### src/rtl/lmsd_pkg.sv
// ----------------------------------------------------------------------------
// lmsd_pkg
// Shared types and constants of the LED matrix scan driver.
// ----------------------------------------------------------------------------
package lmsd_pkg;

   localparam int LINE_BITS_DEF = 32;
   localparam int SCAN_ROWS_DEF = 8;

   localparam logic [15:0] LATCH_HOLD_RESET = 16'd100;

   localparam logic MODE_TICK  = 1'b0;
   localparam logic MODE_WRITE = 1'b1;

   typedef struct packed {
      logic        mode;
      logic [3:0]  line_select;
      logic [31:0] line_bits;
   } req_type;

   typedef struct packed {
      logic [2:0] row_address;
      logic       red_top;
      logic       red_bottom;
      logic       shift_strobe;
      logic       blank;
      logic       latch;
      logic       frame_end;
   } rsp_type;

   // What the scan sequencer drives for the tick it is stepping through.
   typedef struct packed {
      logic       shift_on;
      logic       latch_on;
      logic       gap_on;
      logic [2:0] row_address;
   } scan_ctrl_type;

endpackage

### src/rtl/led_matrix_scan_driver.sv
// ----------------------------------------------------------------------------
// led_matrix_scan_driver
// Refresh scanner for a 1/8-scan single-color LED panel with a line store.
// ----------------------------------------------------------------------------
//  channel | ports                          | direction | beat
//  req     | req_valid/req_ready/req_data   | in        | tick or line write
//  rsp     | rsp_valid/rsp_ready/rsp_data   | out       | one pin snapshot
//  csr     | csr_wr_en/csr_wr_data          | in        | latch hold ticks
//
// One beat is taken every cycle while req_ready is high; each result passes
// through the read stage for the line store read, then the output register.
// Reset is synchronous and clears the scan state, the latch hold register
// (to 100) and the line valid bits; unwritten lines read as the power-up
// pattern at once, so there is no clearing pass.
// A stalled rsp side holds the read stage, and req_ready drops only when
// both the read stage and the output register are full and rsp_ready is low.
// ----------------------------------------------------------------------------
module led_matrix_scan_driver #(
   parameter int LINE_BITS = lmsd_pkg::LINE_BITS_DEF,
   parameter int SCAN_ROWS = lmsd_pkg::SCAN_ROWS_DEF
) (
   input  logic              clock,
   input  logic              reset,
   input  logic              req_valid,
   output logic              req_ready,
   input  lmsd_pkg::req_type req_data,
   output logic              rsp_valid,
   input  logic              rsp_ready,
   output lmsd_pkg::rsp_type rsp_data,
   input  logic              csr_wr_en,
   input  logic [15:0]       csr_wr_data
);
   import lmsd_pkg::*;

   localparam int ROW_W = $clog2(SCAN_ROWS);
   localparam int BIT_W = $clog2(LINE_BITS);

   logic [15:0] latch_hold_ff;

   logic        req_fire, tick_fire, write_fire, s1_move;
   logic        out_free;

   logic [6:0]       sel_ext;
   logic             sel_top, sel_bot;
   logic [ROW_W-1:0] wr_addr_top, wr_addr_bot;
   logic [LINE_BITS-1:0] wr_line;

   scan_ctrl_type    ctrl;
   logic [ROW_W-1:0] scan_row;
   logic [BIT_W-1:0] bit_sel;

   logic [LINE_BITS-1:0] rd_top, rd_bot;
   logic [SCAN_ROWS-1:0] top_vld_ff, bot_vld_ff;

   logic             s1_valid_ff;
   logic             s1_write_ff;
   scan_ctrl_type    s1_ctrl_ff;
   logic [BIT_W-1:0] s1_bit_ff;
   logic             s1_top_vld_ff, s1_bot_vld_ff, s1_row0_ff;

   logic    bit_top, bit_bot;
   rsp_type pins, held_ff, rsp_ff, rsp_in;
   logic    rsp_valid_ff;

   assign out_free   = !rsp_valid_ff || rsp_ready;
   assign req_ready  = !s1_valid_ff || out_free;
   assign req_fire   = req_valid && req_ready;
   assign tick_fire  = req_fire && (req_data.mode == MODE_TICK);
   assign write_fire = req_fire && (req_data.mode == MODE_WRITE);
   assign s1_move    = s1_valid_ff && out_free;

   always_ff @(posedge clock) begin
      if (reset) begin
         latch_hold_ff <= LATCH_HOLD_RESET;
      end else if (csr_wr_en) begin
         latch_hold_ff <= csr_wr_data;
      end
   end

   // Line writes: lines below SCAN_ROWS go to the top store, the next
   // SCAN_ROWS to the bottom store, anything beyond is dropped.
   assign sel_ext     = 7'(req_data.line_select);
   assign sel_top     = sel_ext < 7'(SCAN_ROWS);
   assign sel_bot     = !sel_top && (sel_ext < 7'(2 * SCAN_ROWS));
   assign wr_addr_top = ROW_W'(sel_ext);
   assign wr_addr_bot = ROW_W'(sel_ext - 7'(SCAN_ROWS));
   assign wr_line     = LINE_BITS'(req_data.line_bits);

   lmsd_sequencer #(
      .LINE_BITS(LINE_BITS),
      .SCAN_ROWS(SCAN_ROWS)
   ) u_sequencer (
      .clock      (clock),
      .reset      (reset),
      .step       (tick_fire),
      .hold_ticks (latch_hold_ff),
      .ctrl       (ctrl),
      .row        (scan_row),
      .bit_sel    (bit_sel)
   );

   lmsd_ram #(
      .WIDTH(LINE_BITS),
      .DEPTH(SCAN_ROWS)
   ) u_ram_top (
      .clock   (clock),
      .wr_en   (write_fire && sel_top),
      .wr_addr (wr_addr_top),
      .wr_data (wr_line),
      .rd_en   (tick_fire),
      .rd_addr (scan_row),
      .rd_data (rd_top)
   );

   lmsd_ram #(
      .WIDTH(LINE_BITS),
      .DEPTH(SCAN_ROWS)
   ) u_ram_bot (
      .clock   (clock),
      .wr_en   (write_fire && sel_bot),
      .wr_addr (wr_addr_bot),
      .wr_data (wr_line),
      .rd_en   (tick_fire),
      .rd_addr (scan_row),
      .rd_data (rd_bot)
   );

   always_ff @(posedge clock) begin
      if (reset) begin
         top_vld_ff <= '0;
         bot_vld_ff <= '0;
      end else if (write_fire) begin
         if (sel_top) begin
            top_vld_ff[wr_addr_top] <= 1'b1;
         end
         if (sel_bot) begin
            bot_vld_ff[wr_addr_bot] <= 1'b1;
         end
      end
   end

   // Read stage: holds the scan step while the store read completes.
   always_ff @(posedge clock) begin
      if (reset) begin
         s1_valid_ff <= 1'b0;
      end else if (req_fire) begin
         s1_valid_ff <= 1'b1;
      end else if (s1_move) begin
         s1_valid_ff <= 1'b0;
      end
   end

   always_ff @(posedge clock) begin
      if (req_fire) begin
         s1_write_ff   <= (req_data.mode == MODE_WRITE);
         s1_ctrl_ff    <= ctrl;
         s1_bit_ff     <= bit_sel;
         s1_top_vld_ff <= top_vld_ff[scan_row];
         s1_bot_vld_ff <= bot_vld_ff[scan_row];
         s1_row0_ff    <= (scan_row == '0);
      end
   end

   // A never-written top line 0 reads as only its leftmost pixel lit.
   assign bit_top = s1_top_vld_ff ? rd_top[s1_bit_ff]
                  : (s1_row0_ff && s1_bit_ff == BIT_W'(LINE_BITS - 1));
   assign bit_bot = s1_bot_vld_ff && rd_bot[s1_bit_ff];

   assign pins.row_address  = s1_ctrl_ff.row_address;
   assign pins.red_top      = s1_ctrl_ff.shift_on && bit_top;
   assign pins.red_bottom   = s1_ctrl_ff.shift_on && bit_bot;
   assign pins.shift_strobe = s1_ctrl_ff.shift_on;
   assign pins.blank        = s1_ctrl_ff.shift_on;
   assign pins.latch        = s1_ctrl_ff.latch_on;
   assign pins.frame_end    = s1_ctrl_ff.gap_on;

   // A write beat repeats the last tick's pins without strobe or frame mark.
   always_comb begin
      rsp_in = pins;
      if (s1_write_ff) begin
         rsp_in              = held_ff;
         rsp_in.shift_strobe = 1'b0;
         rsp_in.frame_end    = 1'b0;
      end
   end

   always_ff @(posedge clock) begin
      if (reset) begin
         held_ff      <= '0;
         rsp_valid_ff <= 1'b0;
      end else begin
         if (s1_move && !s1_write_ff) begin
            held_ff <= pins;
         end
         if (s1_move) begin
            rsp_valid_ff <= 1'b1;
         end else if (rsp_ready) begin
            rsp_valid_ff <= 1'b0;
         end
      end
   end

   always_ff @(posedge clock) begin
      if (s1_move) begin
         rsp_ff <= rsp_in;
      end
   end

   assign rsp_valid = rsp_valid_ff;
   assign rsp_data  = rsp_ff;

   a_read_stage_kept: assert property (@(posedge clock) disable iff (reset)
      s1_valid_ff && !out_free |=> s1_valid_ff && $stable(s1_ctrl_ff))
      else $error("read stage lost or changed while the output was stalled");

   a_latch_unblanked: assert property (@(posedge clock) disable iff (reset)
      rsp_valid_ff && rsp_ff.latch |-> !rsp_ff.blank && !rsp_ff.shift_strobe)
      else $error("latch driven while the panel is blanked or shifting");

   a_frame_end_quiet: assert property (@(posedge clock) disable iff (reset)
      rsp_valid_ff && rsp_ff.frame_end |-> !rsp_ff.blank && !rsp_ff.latch)
      else $error("frame end beat carries shift or latch activity");

endmodule

### src/rtl/lmsd_ram.sv
// ----------------------------------------------------------------------------
// lmsd_ram
// Generic single-write, single-read RAM with registered read data.
// ----------------------------------------------------------------------------
module lmsd_ram #(
   parameter int WIDTH = 32,
   parameter int DEPTH = 8
) (
   input  logic                     clock,
   input  logic                     wr_en,
   input  logic [$clog2(DEPTH)-1:0] wr_addr,
   input  logic [WIDTH-1:0]         wr_data,
   input  logic                     rd_en,
   input  logic [$clog2(DEPTH)-1:0] rd_addr,
   output logic [WIDTH-1:0]         rd_data
);

   logic [WIDTH-1:0] mem_ff [DEPTH];
   logic [WIDTH-1:0] rd_data_ff;

   always_ff @(posedge clock) begin
      if (wr_en) begin
         mem_ff[wr_addr] <= wr_data;
      end
      if (rd_en) begin
         rd_data_ff <= mem_ff[rd_addr];
      end
   end

   assign rd_data = rd_data_ff;

endmodule

### src/rtl/lmsd_sequencer.sv
// ----------------------------------------------------------------------------
// lmsd_sequencer
// Row scan state machine: shift phase, latch hold phase and frame gap tick.
// ----------------------------------------------------------------------------
module lmsd_sequencer #(
   parameter int LINE_BITS = lmsd_pkg::LINE_BITS_DEF,
   parameter int SCAN_ROWS = lmsd_pkg::SCAN_ROWS_DEF
) (
   input  logic                          clock,
   input  logic                          reset,
   input  logic                          step,
   input  logic [15:0]                   hold_ticks,
   output lmsd_pkg::scan_ctrl_type       ctrl,
   output logic [$clog2(SCAN_ROWS)-1:0]  row,
   output logic [$clog2(LINE_BITS)-1:0]  bit_sel
);
   import lmsd_pkg::*;

   localparam int ROW_W = $clog2(SCAN_ROWS);
   localparam int BIT_W = $clog2(LINE_BITS);

   localparam logic [1:0] PH_SHIFT = 2'd0;
   localparam logic [1:0] PH_HOLD  = 2'd1;
   localparam logic [1:0] PH_GAP   = 2'd2;

   logic [1:0]       phase_ff, phase_in;
   logic [ROW_W-1:0] row_ff, row_in;
   logic [BIT_W-1:0] bitpos_ff, bitpos_in;
   logic [15:0]      hold_ff, hold_in;
   logic [15:0]      hold_dec;

   assign hold_dec = (hold_ff != 16'd0) ? hold_ff - 16'd1 : 16'd0;

   always_comb begin
      phase_in  = phase_ff;
      row_in    = row_ff;
      bitpos_in = bitpos_ff;
      hold_in   = hold_ff;
      case (phase_ff)
         PH_SHIFT: begin
            if (bitpos_ff == BIT_W'(LINE_BITS - 1)) begin
               bitpos_in = '0;
               phase_in  = PH_HOLD;
               // A zero hold setting still gives one latch tick.
               hold_in   = (hold_ticks != 16'd0) ? hold_ticks : 16'd1;
            end else begin
               bitpos_in = bitpos_ff + BIT_W'(1);
            end
         end
         PH_HOLD: begin
            hold_in = hold_dec;
            if (hold_dec == 16'd0) begin
               if (row_ff == ROW_W'(SCAN_ROWS - 1)) begin
                  phase_in = PH_GAP;
               end else begin
                  row_in   = row_ff + ROW_W'(1);
                  phase_in = PH_SHIFT;
               end
            end
         end
         default: begin
            row_in    = '0;
            bitpos_in = '0;
            phase_in  = PH_SHIFT;
         end
      endcase
   end

   always_ff @(posedge clock) begin
      if (reset) begin
         phase_ff  <= PH_SHIFT;
         row_ff    <= '0;
         bitpos_ff <= '0;
         hold_ff   <= '0;
      end else if (step) begin
         phase_ff  <= phase_in;
         row_ff    <= row_in;
         bitpos_ff <= bitpos_in;
         hold_ff   <= hold_in;
      end
   end

   assign ctrl.shift_on    = (phase_ff == PH_SHIFT);
   assign ctrl.latch_on    = (phase_ff == PH_HOLD);
   assign ctrl.gap_on      = (phase_ff == PH_GAP);
   assign ctrl.row_address = 3'(row_ff);
   assign row              = row_ff;
   assign bit_sel          = BIT_W'(LINE_BITS - 1) - bitpos_ff;

   a_bitpos_shift_only: assert property (@(posedge clock) disable iff (reset)
      bitpos_ff != '0 |-> phase_ff == PH_SHIFT)
      else $error("bit position left nonzero outside the shift phase");

   a_hold_nonzero: assert property (@(posedge clock) disable iff (reset)
      phase_ff == PH_HOLD |-> hold_ff != 16'd0)
      else $error("hold phase entered with an empty hold count");

   a_gap_one_tick: assert property (@(posedge clock) disable iff (reset)
      step && phase_ff == PH_GAP |=> phase_ff == PH_SHIFT && row_ff == '0)
      else $error("gap tick did not restart the frame at row 0");

endmodule
### config.mk
export PLATFORM = sky130hd
export DESIGN_NAME = led_matrix_scan_driver
export DESIGN_NICKNAME = d
export VERILOG_FILES = /design/src/rtl/lmsd_pkg.sv /design/src/rtl/led_matrix_scan_driver.sv /design/src/rtl/lmsd_ram.sv /design/src/rtl/lmsd_sequencer.sv
export SDC_FILE = /design/constraint.sdc
export NUM_CORES = 1
export LEC_CHECK = 0
export BUFFER_PORTS_ARGS = -buffer_cell sky130_fd_sc_hd__buf_4
export CORE_MARGIN = 4
export CORE_UTILIZATION = 54
export CTS_BUF_LIST = sky130_fd_sc_hd__clkbuf_4 sky130_fd_sc_hd__clkbuf_8 sky130_fd_sc_hd__clkbuf_16
export CTS_CLUSTER_DIAMETER = 60
export DETAILED_ROUTE_END_ITERATION = 8
export HOLD_SLACK_MARGIN = 0.06
export PLACE_DENSITY = 0.75
export SETUP_SLACK_MARGIN = 0.3
export SYNTH_ARGS = -nofsm -noshare
export SYNTH_HDL_FRONTEND = slang
export SYNTH_SLANG_ARGS = --single-unit
### constraint.sdc
create_clock -name clock -period 6.9 [get_ports clock]
set_clock_uncertainty 0.1 [all_clocks]
set_input_delay 1.38 -clock clock [delete_from_list [all_inputs] [get_ports clock]]
set_output_delay 1.38 -clock clock [all_outputs]
set_load 0.01 [all_outputs]
== Yosys cells after proc, flatten, opt, wreduce, memory -nomap -nowiden ==
Memory sizes are Yosys's and may differ from the RTL's. A register that Yosys moved wholly into a read port is not among the register bits.
Cells that the tools add are included.
Operators by class
  $add $sub $neg: 5
  order comparisons: 8
  equality and inequality tests: 8
  mux-type cells: 35
  bitwise operators: 5
  reduce and logical (&&, ||, !) cells: 34
Operators with widths (count)
  16-bit 2-to-1 mux: 3
  16-bit one-hot mux with 2 select lines: 1
  16-bit nonzero test: 2
  16-bit logical NOT: 1
  8-bit OR: 2
  16-bit by 1-bit subtractor with 16-bit output, second input constant: 1
  1-bit 2-to-1 mux: 15
  1-bit logical AND: 14
  3-bit by 4-bit < comparator with 1-bit output, second input constant: 3
  1-bit binary-select mux with 5-bit select: 2
  5-bit equality test, second input constant: 2
  5-bit one-hot mux with 2 select lines: 1
  9-bit 2-to-1 mux: 1
  1-bit binary-select mux with 3-bit select: 2
  1-bit demux with 3-bit select: 2
  3-bit by 1-bit >= comparator with 1-bit output, second input constant: 2
  5-bit by 6-bit < comparator with 1-bit output, second input constant: 1
  2-bit 2-to-1 mux: 3
  3-bit 2-to-1 mux: 2
  3-bit one-hot mux with 2 select lines: 1
  2-bit AND reduction: 3
  3-bit AND reduction: 2
  2-bit nonzero test: 3
  5-bit by 1-bit adder with 5-bit output, second input constant: 1
  18 further kinds: 25
Storage, ports and cells
  register bits after elaboration: 91
  bits in writable memories: 512
  input bits: 58
  output and inout bits: 11
  logic and storage cells: 127
  memories: 2
Memories
  u_ram_bot.mem_ff: depth 8, bits a word 32, read ports 1, clocked after memory_dff 1, write ports 1, line lmsd_ram.sv:18  | logic [WIDTH-1:0] mem_ff [DEPTH];
  u_ram_top.mem_ff: depth 8, bits a word 32, read ports 1, clocked after memory_dff 1, write ports 1, line lmsd_ram.sv:18

== Logic depth before layout (Yosys ltp) ==
  depth after elaboration: 8
  mapped depth: 9

== By module ==
Synthesis repeated with hierarchy kept, for this count alone.
Second synthesis, totals
  cell total of the unflattened synthesis: 1321
  area, all modules: 26340.3 µm²
Modules (own cells, without submodules)
  lmsd_ram: instances 2, cells an instance 415, area an instance 10786.6 µm², seq. area each 8648.3 µm²
  led_matrix_scan_driver: instances 1, cells an instance 252, area an instance 2956.6 µm², seq. area each 1541.5 µm²
  lmsd_sequencer: instances 1, cells an instance 239, area an instance 1810.5 µm², seq. area each 520.5 µm²

== Worst setup path before layout ==
OpenSTA, ideal clock, no wires.
  path type: input port to flip-flop
  start point: input rsp_ready
  end point: memory u_ram_top.mem_ff[0][0], enable pin
  setup time: 0.463 ns
  data arrival time: 4.877 ns
  data required time: 6.337 ns
  slack: 1.460 ns
  stages: 5
  buffers on the path: 0
  cell sequence: nand3b_1 > and2_1 > nand2_1 > or3_1 > nor3_1
Between the ends
  longest elaborated chain between the ends: 7
RTL lines
  start: declaration: line led_matrix_scan_driver.sv:28  | input logic rsp_ready,
  1-bit logical OR: line led_matrix_scan_driver.sv:65  | assign out_free = !rsp_valid_ff || rsp_ready;
  1-bit logical OR: line led_matrix_scan_driver.sv:66  | assign req_ready = !s1_valid_ff || out_free;
  1-bit logical AND: line led_matrix_scan_driver.sv:67  | assign req_fire = req_valid && req_ready;
  net req_fire: line led_matrix_scan_driver.sv:40  | logic req_fire, tick_fire, write_fire, s1_move;
  1-bit logical AND: line led_matrix_scan_driver.sv:69  | assign write_fire = req_fire && (req_data.mode == MODE_WRITE);
  1-bit logical AND: line led_matrix_scan_driver.sv:107  | .wr_en (write_fire && sel_top),
  1-bit 2-to-1 mux: line lmsd_ram.sv:22  | if (wr_en) begin
  1-bit 2-to-1 mux (not written as such): line lmsd_ram.sv:23  | mem_ff[wr_addr] <= wr_data;
  end: declaration: line lmsd_ram.sv:18
The timed path passes the listed nets, and every way through them passes these cells.

== Worst setup path in the final report ==
  start point: input rsp_ready
  end point: memory u_ram_top.mem_ff[2][27], enable pin
Same word-level chain as after synthesis.

==> impl_metrics.tcl <==
set metrics [dict create \
    io_pins 69 \
    post_cts_resize_count 0 \
    grt_pass1_vias 13100 \
    slew_headroom_pct 17.7 \
    ys.warnings.count 0 \
    drtPass1Iterations 5 \
    die_x_um 227 \
    ctsRootBufferMaster "clkbuf_16" \
    fin_util_pct 61.9 \
    syn_inst 1328 \
    grt_start_max_net_pins 95 \
    cts_sinks 667 \
    netlist_area_um2 25900 \
    critPathMaxFanout 33 \
    vias_per_cell 6.16 \
    grt_pass1_wl_mm 79.9 \
    drive_gt1_share_pct 30.3 \
    hpwl_mm 28.4 \
    cp.arrival_ns 4.02 \
    synth_fp_nets 1392 \
    synthFlopType "edfxtp_1" \
    max_freq_mhz 255 \
    min_path_cells 2 \
    synthArstFlopShare_pct 0 \
    cts_buffer_depth 3 \
    wl_per_cell_um 25.0 \
    fin_area_um2 29400 \
    fin_ws_ns 2.97 \
    finalSetupTns_ns 0 \
    grt-ovfl-total 0 \
    hold_viol 0 \
    syn_avg_cell_area_um2 19.5 \
    status "finished, final reports clean" \
    clk_latency_ns 0.59 \
    crit_required_ns 6.99 \
    seq_area_frac_synth_pct 74.7 \
    diodes 0 \
    synth-seq-cells 667 \
    track_usage_pct 20.6 \
    initial_core_util_pct 54.5 \
    synth_cell_types 62 \
    slew_viol_final 0 \
    ant_nets 0 \
    place.gp.congestion 0.809 \
    cts_tree "yes" \
    place_area_um2 27200 \
    cts_buffers 71 \
    postCtsSetupRepairBufs 0 \
    drt_iter0_markers 1326 \
    htree_levels 3 \
    start_kind "input port" \
    route.detailed.drc 0 \
    end_kind "flop" \
    p_leak_nw 9.46 \
    finalCriticalPeriod_ns 3.93 \
    fp.coreArea_um2 47500 \
    ff2ff_path_depth 5 \
    rsz0062_at_grt "no" \
    rows 80 \
    synth_edf_count 600 \
    dp_slack_ns 2.36 \
    peakVddDrop_mv 0.206 \
    clk_pin_slew_ns 0.06 \
    fin_crit_sh_pct 56.9 \
    vias 12800 \
    drv_cap 0 \
    die-area_um2 51600 \
    syn_to_final_growth_pct 13.6 \
    fin_nets 1482 \
    wirelength_mm 52.0 \
    crit_type "input port to flop" \
    port_buffers 68 \
    postCtsHoldBufs 0 \
    setup_viol 0 \
    worstMarginPinSlew_ns 1.23 \
    hp-class "flop to flop" \
    antenna_found_initial 0 \
    power_density_nw_per_um2 282 \
    die_h_um 227 \
]
placed cells by master (no fill, tap or decap), types with 4 or more instances in the layout:
cell type,n
ha_1,6
nor3_1,12
nor2_4,12
clkinv_2,9
a21oi_1,31
nand2_1,42
nor2b_1,12
o31ai_1,4
inv_1,18
o21ai_0,18
o211ai_1,5
clkbuf_16,74
dfxtp_1,64
nor3_2,4
nand3_1,7
mux4_2,141
nand2b_1,11
xnor2_1,7
nor2_1,57
or3_1,6
bufinv_16,4
clkinv_1,12
nand3b_1,5
a31oi_1,5
buf_4,84
a22oi_1,12
mux2i_1,37
and2_1,4
nor4_1,10
or2_2,5
edfxtp_1,600
nor3b_1,5
o21ba_2,4
clkbuf_4,14
mux2_2,70
per-stage QoR:
stage,std cells,power (W),hold WS (ns)
after CTS,2081,0.00837,0.356
after detailed placement,1960,0.00474,0.348
after floorplan,1328,0.00463,0.331
after global routing,2081,0.00856,0.371
final,2081,0.00829,0.354
after global placement,1960,0.00473,0.337
report_power, final:
group,switching (W),internal [W],total (W)
Combinational,0.000126,0.0000627,0.000188
Sequential,0.0000199,0.00445,0.00447
Clock,0.00148,0.00216,0.00364
synth_stat cells, types with 2 or more instances:
library cell	n	area, um^2
or4_1	2	15.0
nor3_1	16	80.1
mux2i_1	37	370
or4_4	2	22.5
and3_1	2	12.5
a211o_1	3	26.3
mux4_2	141	3180
a21oi_1	31	155
o211ai_1	5	37.5
a31oi_1	5	31.3
buf_1	13	48.8
buf_2	4	20.0
o31ai_1	4	30.0
nor2b_1	12	75.1
nand4_1	3	18.8
or3_1	6	37.5
a22oi_1	12	90.1
nor4_1	10	62.6
or2_2	5	31.3
a221oi_1	2	17.5
edfxtp_1	600	18000
nand3_1	7	35.0
and2_1	4	25.0
nand2_1	42	158
xnor2_1	7	61.3
inv_1	19	71.3
nand2b_1	11	68.8
ha_1	6	75.1
o41ai_1	2	17.5
clkbuf_1	50	188
a211oi_1	2	15.0
dfxtp_1	67	1340
mux2_2	70	788
a2111oi_0	2	17.5
o21ba_2	4	40.0
nor3b_1	5	37.5
nand3b_1	5	37.5
o21ai_0	18	90.1
nor2_1	69	259
critical path, stage by stage:
cell and delay [ns]:
buf_4 0.08, nand3b_1 0.17, and2_1 0.71, nand2_1 0.19, or3_1 0.50, nor2_4 0.97
cell type report:
cell class              count  area [um^2]
well taps                 615          769
flip-flops and latches    667        19400
clock buffers              88         1960
multi-input cells         574         6330
clock inverters            33          284
inverters                  19         71.3
fillers                  3102        18100
repair buffers             85          651
cells by family after synthesis:
logic type | Yosys count | share of synthesized area [%]
adders and majority gates | 6 | 0.290
AOI/OAI and AO/OA | 104 | 2.70
buffers and inverters | 87 | 1.31
DFF | 667 | 74.7
and+or+nand+nor | 209 | 4.05
xor gates and xnor gates | 7 | 0.237
muxes | 248 | 16.7
path summary, 6_finish.rpt:
kind / start / endpoint / slack (ns)
hold / removal: held_ff[2] / held_ff[2] / 0.35
hold reg to reg: held_ff[2] / held_ff[2] / 0.35
setup reg to reg: s1_valid_ff / u_ram_top.mem_ff[2][27] / 3.54
setup / recovery: rsp_ready / u_ram_top.mem_ff[2][27] / 2.97
routing by layer:
| layer | share of wire, % | global-route usage, % |
|---|---|---|
| met3 | 6.9 | 4.11 |
| met5 | 0 | 0 |
| met4 | 2.8 | 6.36 |
| met1 | 41 | 29.1 |
| met2 | 49 | 33.3 |
registers in the layout (all words and copies together), names as in the netlist, 6 cells and up:
signal,flops
u_ram_bot.mem_ff,256
u_ram_top.mem_ff,256
u_ram_bot.rd_data,32
u_ram_top.rd_data,32
latch_hold_ff,16
u_sequencer.hold_ff,16
rsp_data,9
bot_vld_ff,8
top_vld_ff,8
held_ff,7
pins,6
Note: power is estimated with default switching activity, not from simulation.
